$ cat src/rtl/rau_divider.sv
// rational arithmetic unit: shared restoring divider, one quotient bit per cycle
// depends on nothing
`default_nettype none
module rau_divider #(
  parameter int W = 64
) (
  input  wire logic         clk,
  input  wire logic         rst,
  input  wire logic         start,
  input  wire logic [W-1:0] dividend,
  input  wire logic [W-1:0] divisor,
  output logic              done,
  output logic [W-1:0]      quot,
  output logic [W-1:0]      rem
);
  localparam int CW = $clog2(W + 1);
  logic [W-1:0] dvs;
  logic [CW-1:0] cnt;
  logic busy;
  logic [W:0] trial;
  logic [W:0] shifted;

  always_comb begin
    shifted = {rem, quot[W-1]};
    trial = shifted - {1'b0, dvs};
  end

  always_ff @(posedge clk) begin
    if (rst) begin
      busy <= 1'b0;
      done <= 1'b0;
      cnt <= '0;
    end else begin
      done <= 1'b0;
      if (start) begin
        busy <= 1'b1;
        quot <= dividend;
        rem <= '0;
        dvs <= divisor;
        cnt <= CW'(W);
      end else if (busy) begin
        if (trial[W]) begin
          rem <= shifted[W-1:0];
          quot <= {quot[W-2:0], 1'b0};
        end else begin
          rem <= trial[W-1:0];
          quot <= {quot[W-2:0], 1'b1};
        end
        cnt <= cnt - 1'b1;
        if (cnt == CW'(1)) begin
          busy <= 1'b0;
          done <= 1'b1;
        end
      end
    end
  end

  assert property (@(posedge clk) disable iff (rst) busy |-> cnt != '0)
    else $error("divider busy with zero count");
endmodule
`default_nettype wire

$ cat config.mk
export PLATFORM = sky130hd
export DESIGN_NAME = rau_divider
export DESIGN_NICKNAME = d
export VERILOG_FILES = /design/src/rtl/rau_divider.sv
export SDC_FILE = /design/constraint.sdc
export NUM_CORES = 1
export LEC_CHECK = 0
export CAP_MARGIN = 20
export CORE_MARGIN = 4
export CORE_UTILIZATION = 46
export DETAILED_ROUTE_END_ITERATION = 10
export DONT_BUFFER_PORTS = 1
export HOLD_SLACK_MARGIN = 0.05
export PLACE_DENSITY = 0.58
export REMOVE_ABC_BUFFERS = 1
export SYNTH_ARGS = -nofsm -noshare
export SYNTH_HDL_FRONTEND = slang
export SYNTH_SLANG_ARGS = --single-unit
export TNS_END_PERCENT = 30
$ cat constraint.sdc
create_clock -name clk -period 9.5 [get_ports clk]
set_input_delay 0.475 -clock clk [delete_from_list [all_inputs] [get_ports clk]]
set_output_delay 0.475 -clock clk [all_outputs]
set_load 0.01 [all_outputs]
# [Word-level counts from Yosys, hierarchy flattened]
# Cells that the tools add are included.
[op_classes] magnitude_cmp=0 mux=11 n_mul=0 reduce_logical=5 n_bitwise=2 n_addsub=2 n_shift=0 n_eq_ne=1 div=0
[ops] op="2-to-1 mux 64 bit" count=4
[ops] op="subtractor 65 x 64 -> 65 bit" count=1
[ops] op="2-to-1 mux 7 bit" count=2
[ops] op="== test 7 x 1 -> 1 bit (second input constant)" count=1
[ops] op="subtractor 7 x 1 -> 7 bit (second input constant)" count=1
[ops] op="2-to-1 mux 1 bit" count=5
[ops] op="AND reduction 2 bit" count=2
[ops] op="OR reduction 3 bit" count=1
[ops] op="NOT 1 bit" count=2
[ops] op="nonzero test 2 bit" count=1
[ops] op="OR reduction 2 bit" count=1
[totals] mem_bits_ro=0 memories=0 mem_bits_rw=0 latchBits=0 output_inout_bits=129 inputBits=131 register_bits=201 word_cells=28

# [Longest topological paths before layout]
# Gate-level depths: netlist of run 1.
[logic_depth] depth_word=4 mapped_depth=15 mapped_depth_nobuf=13

# [Worst setup path before layout of run 1]
# Ideal clock, no wire load.
[synth_path] kind="input-to-reg" from="input start" to="register quot[0], enable pin" path_slack_ns=2.145 path_stages=5 path_buffers=3 t_required_ns=8.882 arrival_time_ns=6.737 setup_ns=0.618 path_cell_list="clkbuf_1 > clkbuf_1 > buf_1 > nor2_1 > nor2_1"
[synth_via] elab_chain_len=2
[synth_rtl] item="from (decl)" line_no="9" text="input wire logic start,"
[synth_rtl] item="nonzero test 2 bit (no line)"
[synth_rtl] item="AND reduction 2 bit (no line)"
[synth_rtl] item="to (signal assigned)" line_no="37" text="quot <= dividend;"
[synth_rtl] item="to (signal assigned)" line_no="44" text="quot <= {quot[W-2:0], 1'b0};"
[synth_rtl] item="to (signal assigned)" line_no="47" text="quot <= {quot[W-2:0], 1'b1};"
[synth_rtl] item="to (decl)" line_no="13" text="output logic [W-1:0] quot,"
# No other way between the ends.
# A chain may end at the register's enable or synchronous reset.

# [Final worst setup path of run 1]
[layout_path] from="register rem[35]" to="register rem[13], data pin"
[layout_via] elab_chain_len=3
[layout_rtl] item="from (decl)" line_no="14" text="output logic [W-1:0] rem"
[layout_rtl] item="from (signal assigned)" line_no="43" text="rem <= shifted[W-1:0];"
[layout_rtl] item="from (signal assigned)" line_no="46" text="rem <= trial[W-1:0];"
[layout_rtl] item="subtractor 65 x 64 -> 65 bit" line_no="25" text="trial = shifted - {1'b0, dvs};"
[layout_rtl] item="2-to-1 mux 64 bit" line_no="42" text="if (trial[W]) begin"
[layout_rtl] item="2-to-1 mux 64 bit" line_no="41" text="end else if (busy) begin"
# No other way between the ends. The select of a mux whose other input is x is not followed.

==> reports/metrics.cfg, run 1 <==
[critical_path]
critPathBufInv = 1
critPathMaxFanout = 30
crit_family = compound AO/OA/AOI/OAI gates
cpMostUsedCell = a211oi_1
cp-end-kind = register
worstSetupStartpointType = register
max_stage_delay_ns = 0.76
arrival_ns = 5.00
crit_path_cell_trace = ha_1, nand4_2, or3_1, nor4_1, nand2_1, a211oi_1, o211ai_2, nand3_2, a21o_1, buf_4, a21oi_1, a211oi_1
critical_path_class = register to register
crit_slowest_cell = a21o_1
crit_required_ns = 9.83

[die]
fp.coreArea_um2 = 26100
die_w_um = 171
io_pins = 260
dieArea_um2 = 29200
start_util_pct = 46.9
fp-row-count = 59
fp.dieH_um = 171

[routing]
routed_wl_mm = 33.7
vias = 9324
drt_iter0_drc = 619
vias_per_cell = 6.00
wire_per_inst_um = 21.7
antenna_left = 0
drc = 0
dr.pass1.iters = 5

[global_routing]
track_usage_pct = 22.3
grt_pass1_wl_mm = 52.4
grt_max_degree = 135
antenna_found_initial = 0
gr-total-overflow = 0
grt_pass1_vias = 9331

[timing]
drv_slew = 0
max_freq_mhz = 214
slew_headroom_pct = 37.1
tightest_slew_ns = 0.943
finalSetupTns_ns = 0
fin_crit_sh_pct = 49.1
setup_violations = 0
hold_viol_final = 0
fin_skew_ns = 0.0284
rsz0062_at_grt = no
fin_crit_ns = 4.67

[yosys]
synthCells = 1182
syn_avg_cell_area_um2 = 10.3
ys_seq_area_share_pct = 48.7
ys_warn_count = 0
synthDistinctLibCells = 68
synth_area_um2 = 12200
ys_ff_latch = 201
netlist.area_leader.share_pct = 47.2
synth-async-reset-ratio_pct = 0
synth_edf_count = 192
netlist_top_cells_area = edfxtp_1 (47%), ha_1 (6.8%), a21oi_1 (5.9%)
ys.flop_type = edfxtp_1
synth_top_area_cell = edfxtp_1

[layout]
fin_cells = 1555
fillers = 2358
final_nets = 1403
area_delta_synth_final_pct = 12.9
antennaDiodeCount = 0
final_util_pct = 52.9
drive_gt1_share_pct = 10.0

[pwr]
p_leak_uw = 0.00525
pwr_density_cell_nw_per_um2 = 199
peakVddDrop_mv = 0.172

[place]
dpl.cell_count = 1450
portBuffers = 0
dp_hpwl_mm = 24.1
place.gp.congestion = 0.886

[clock_network]
cts_tree = done
clock_latency_ns = 0.53
post-cts-setup-buffers = 0
root_buffer = clkbuf_16
clock_sinks = 201
clkTransAtPathRegs_ns = 0.06
clk_path_buf_depth = 3
numCtsBuffers = 23
cts_max_level = 1
cts_resized = 0

[run_status]
outcome = finished clean

[flow_run]
drv_cap = 0

[min_path]
hold_path_class = input port to register

==> path summary, 6_finish.rpt <==
check                    from       to  slack, ns  depth (start not counted)
setup / recovery      rem[35]  rem[13]       4.83                         12
hold / removal    dividend[0]  quot[0]       0.14                          2
setup reg to reg      rem[35]  rem[13]       4.83                         12
hold reg to reg        cnt[1]   cnt[1]       0.49                          2
==> metrics by stage <==
step / instance area, um^2 / setup WS, ns / hold WS, ns / total power [uW]
after floorplan: 11900 / 3.00 / 0.469 / 1680
after global placement: 12400 / 5.10 / 0.482 / 1850
after detailed placement: 12400 / 4.92 / 0.496 / 1860
after CTS: 13800 / 4.88 / 0.0900 / 2760
after global routing: 13800 / 4.50 / 0.109 / 2890
final: 13800 / 4.83 / 0.137 / 2740
==> final cells by class <==
type / count / area [um^2] / share of cell area, %
Inverter: 85 / 319 / 2.31
Clock inverter: 14 / 141 / 1.03
Clock buffer: 26 / 597 / 4.33
Tap cell: 335 / 419 / 3.04
Multi-Input combinational cell: 822 / 5670 / 41.1
Sequential cell: 201 / 5950 / 43.1
Timing Repair Buffer: 72 / 703 / 5.10
==> report_power, final <==
group	leakage, uW	total [uW]	switching (uW)	internal [uW]
Clock	0.000346	875	368	507
Sequential	0.00191	1160	85.1	1070
Combinational	0.00300	711	426	285
Total	0.00525	2740	878	1860
==> cells by family (layout without fill, tap and decap cells) <==
family          Yosys count  after routing  share of synthesized area, %
buf+inv                 159            197                          5.14
flops                   201            201                          48.7
compound gates          369            369                          18.2
xor+xnor                 57             57                          4.09
fa+ha+maj                67             67                          6.93
simple gates            265            265                          11.1
mux                      64             64                          5.89
==> routing by layer <==
metal / part of all wire (%) / vias to the layer above / track usage [%] / wire (um)
met5: 0 / - / 0 / 0
li1: - / 4456 / - / -
met2: 46 / 358 / 36.2 / 15600
met4: 2.7 / 0 / 6.10 / 902
met1: 42 / 4455 / 29.3 / 14300
met3: 8.6 / 55 / 6.61 / 2900
==> state kept, by name (all words and copies together), names as in the netlist <==
| signal | count |
|---|---|
| dvs | 64 |
| quot | 64 |
| rem | 64 |
| cnt | 7 |
| busy | 1 |
| done | 1 |
==> cell usage after synthesis, types with 21 or more instances <==
library cell	instances
a21o_1	32
a21oi_1	143
clkbuf_1	59
edfxtp_1	192
ha_1	66
inv_1	85
mux2_2	63
nand2_1	64
nand3_1	57
nand4_1	24
nor2_1	41
o21ai_0	96
xnor2_1	36
xor2_1	21
==> layout by cell type (no fill, tap or decap), types with 6 or more instances in the layout <==
| cell type | n |
|---|---|
| dfxtp_1 | 9 |
| a21oi_1 | 143 |
| nand3_1 | 56 |
| a31oi_1 | 10 |
| dlygate4sd3_1 | 65 |
| nor2b_1 | 8 |
| buf_4 | 7 |
| xnor2_1 | 36 |
| o21a_1 | 8 |
| clkbuf_16 | 23 |
| nand4_1 | 24 |
| nand2_1 | 64 |
| inv_1 | 85 |
| o21bai_1 | 16 |
| xor2_1 | 21 |
| nor2_1 | 40 |
| nor3_1 | 14 |
| a21o_1 | 32 |
| ha_1 | 66 |
| o211ai_1 | 7 |
| or3_1 | 12 |
| a211oi_1 | 13 |
| edfxtp_1 | 192 |
| o31ai_1 | 6 |
| nand2b_1 | 6 |
| nor4_1 | 6 |
| o21ai_0 | 96 |
| and3_1 | 9 |
| mux2_2 | 63 |
==> what timing repair did <==
item / 4_1_cts / 5_1_grt
endpoints found under the setup margin: 0 / 0
endpoints found under the hold margin: 65 / 0
hold buffers: 65 / 0
Note: power is estimated with default switching activity, not from simulation.
==> inputs of run 2 (changes only) <==
- ABC_AREA: default -> 1
- clock period: 9.5 -> 4.8 ns (I/O delays scaled with it)
==> run 2 against run 1 <==
Compared with the run above:
- utilization increased by 1.2 points
- cell count is 73% higher
- highest routed layer unchanged
- clock skew is 0.0010 ns higher
- largest power group unchanged
==> reports/metrics.cfg, run 2 <==
[run_status]
outcome = finished clean

[min_path]
hold_path_class = input port to register
hold_start = start

[yosys]
synth_fa_ha_area_share_pct = 5.76  ; -1.2 points
synth-async-reset-ratio_pct = 0  ; unchanged
ys.flop_type = edfxtp_1
synth_top_area_cell = edfxtp_1
netlist.area_leader.share_pct = 39.2  ; -8.0 points
synth_edf_count = 192  ; unchanged
synth_most_common_cell = nand2_1
synthMuxAreaShare_pct = 0  ; -5.9 points
netlist_top_cells_area = edfxtp_1 (39%), nand2_1 (24%), inv_1 (10%)
ys_ff_latch = 201  ; unchanged
synth_top_family_by_area = simple AND/OR/NAND/NOR gates
ys_warn_count = 0  ; unchanged
synth_xor_area_share_pct = 1.85  ; -2.2 points
ys_seq_area_share_pct = 40.5  ; -8.2 points
synth_compound_area_share_pct = 2.98  ; -15 points
synth_area_um2 = 14700  ; +20%
synthCells = 2144  ; +81%
yosys.area_share.simple_pct = 36.6  ; +25 points
syn_avg_cell_area_um2 = 6.85  ; -34%
synthDistinctLibCells = 40  ; -41%
synth.top_cells.by_count = nand2_1 (921), inv_1 (409), nor2_1 (210), edfxtp_1 (192), ha_1 (66)

[clock_network]
root_buffer = clkbuf_16
cts_max_level = 1  ; unchanged
clock_sinks = 201  ; unchanged
cts_resized = 0  ; unchanged
clk_path_buf_depth = 3  ; unchanged
cts_tree = done
clock_latency_ns = 0.55  ; +0.02 ns
post-cts-setup-buffers = 0  ; unchanged
numCtsBuffers = 23  ; unchanged
clkTransAtPathRegs_ns = 0.06  ; about the same

[timing]
fin_skew_ns = 0.0294  ; +0.00102 ns
max_freq_mhz = 320  ; +49%
slew_headroom_pct = 36.3  ; -0.76 points
fin_crit_sh_pct = 65.1  ; +16 points
fin_crit_ns = 3.13  ; -1.54 ns
drv_slew = 0  ; unchanged
rsz0062_at_grt = no
worst_slack_ns = 1.67  ; -3.16 ns
hold_viol_final = 0  ; unchanged
tightest_slew_ns = 0.953  ; +0.00931 ns
setup_violations = 0  ; unchanged

[pwr]
p_leak_uw = 0.00888  ; +69%
peakVddDrop_mv = 0.246  ; +43%
pwr_density_cell_nw_per_um2 = 340  ; +71%

[die]
dieArea_um2 = 34900  ; +19%
start_util_pct = 46.6  ; -0.29 points
die_w_um = 187  ; +9.2%
fp.coreArea_um2 = 31600  ; +21%
io_pins = 260  ; unchanged
fp.dieH_um = 187  ; +9.2%
fp-row-count = 65  ; +10%

[routing]
dr.pass1.iters = 5  ; unchanged
drc = 0  ; unchanged
vias = 13066  ; +40%
vias_per_cell = 4.85  ; -19%
drt_iter0_drc = 927  ; +50%
wire_per_inst_um = 17.1  ; -21%
antenna_left = 0  ; unchanged
routed_wl_mm = 46.0  ; +37%

[place]
portBuffers = 0  ; unchanged
place.gp.congestion = 0.972  ; +9.7%
dp_hpwl_mm = 36.4  ; +51%
dp_slack_ns = 1.67  ; -3.25 ns

[layout]
area_delta_synth_final_pct = 16.2
drive_gt1_share_pct = 5.16  ; -4.8 points
multi_input_area_um2 = 6950  ; +23%
seqCellArea_um2 = 5950  ; unchanged
final_util_pct = 54.1  ; +1.2 points
layout_common_cells = nand2_1 (921), inv_1 (408), nor2_1 (209)
layout_commonest_cell = nand2_1
final_nets = 2470  ; +76%
reg.largest.list = dvs x64, quot x64, rem x64
fillers = 3081  ; +31%

[critical_path]
r2r-start = quot[63]
arrival_ns = 3.40  ; -1.60 ns
critical_path_class = register to register
worstSetupStartpointType = register
crit_required_ns = 5.08  ; -4.75 ns
cp-startpoint = quot[63]
cp-end-kind = register
critPathMaxFanout = 63  ; +110%

[global_routing]
grt_pass1_vias = 12797  ; +37%
grt_pass1_wl_mm = 72.2  ; +38%
track_usage_pct = 25.9  ; +3.7 points
antenna_found_initial = 1  ; +1
grt_max_degree = 73  ; -46%
gr-total-overflow = 0  ; unchanged

[flow_run]
drv_cap = 0  ; unchanged

[run 2: changes by cell type after synthesis, moves of 25 or more]
cell	before	now
nand2_1	64	921
inv_1	85	409
nor2_1	41	210
o21ai_0	96	7
a21oi_1	143	59
mux2_2	63	0
clkbuf_1	59	14
xnor2_1	36	0
a21o_1	32	1
nand2_2	0	26
nor2_2	0	25
[run 2: kinds of logic after synthesis]
| logic type | after synthesis |
|---|---|
| AOI/OAI and AO/OA | 80 |
| xor gates and xnor gates | 31 |
| adders and majority gates | 67 |
| buffers and inverters | 456 |
| DFF | 201 |
| and+or+nand+nor | 1309 |
[run 2: layout make-up]
class / count / share of cell area (%)
antenna: 1 / 0.0147
clock buffer: 32 / 3.63
clock inverter: 10 / 0.359
inverter: 421 / 9.27
multi-input combinational: 1487 / 40.7
sequential: 201 / 34.8
tap: 402 / 2.95
timing repair buffer: 138 / 8.25
[run 2: final timing paths]
path	end	slack, ns	depth (start not counted)
worst max-delay path	rem[35]	1.67	19
worst min-delay path	busy	0.16	2
worst max register to register	rem[35]	1.67	19
worst min register to register	cnt[1]	0.50	1
[run 2: what timing repair did]
| item | 4_1_cts | 5_1_grt |
|---|---|---|
| hold buffers | 131 | 1 |
| hold endpoints to repair | 158 | 9 |
| setup endpoints to repair | 0 | 0 |
[run 2: through the flow]
step | power, uW | hold WS, ns | TNS (ns) | instance area [um^2] | cells
5_1_grt | 6190 | 0.163 | 0 | 17100 | 2692
4_1_cts | 5840 | 0.0866 | 0 | 17000 | 2689
3_3_place_gp | 4110 | 0.312 | 0 | 15000 | 2516
6_report | 5800 | 0.158 | 0 | 17100 | 2692
2_1_floorplan | 3590 | 0.309 | -502.04 | 14500 | 2109
3_5_place_dp | 4110 | 0.314 | 0 | 15000 | 2516
[run 2: report_power, final]
part	switching [uW]	total, uW	internal, uW	leakage, uW
Clock	704	1610	906	0.000332
Combinational	1280	1900	617	0.00663
Sequential	163	2290	2120	0.00192
[run 2: routing by layer]
| layer | share of wire [%] | wire length, um | global-route usage (%) | vias up |
|---|---|---|---|---|
| li1 | - | - | - | 6753 |
| met1 | 46 | 21400 | 37.0 | 5890 |
| met2 | 45 | 20600 | 41.9 | 383 |
| met3 | 7.2 | 3300 | 5.33 | 40 |
| met4 | 1.5 | 697 | 4.15 | 0 |
| met5 | 0 | 0 | 0 | - |
[run 2: worst max-delay path, cell delays in order, from the launching register on]
cell      delay, ns
edfxtp_1       0.44
inv_1          0.07
ha_1           0.23
fa_1           0.42
inv_1          0.12
nand2_1        0.06
nand2_1        0.06
nand3_1        0.09
nand2_2        0.13
nand2_1        0.08
nand2_2        0.15
nand2_2        0.08
nand2_4        0.09
nand2_4        0.07
nand2_4        0.09
nand2_4        0.07
nand2_8        0.33
nand2_2        0.09
nand2_1        0.10
nor2_2         0.04
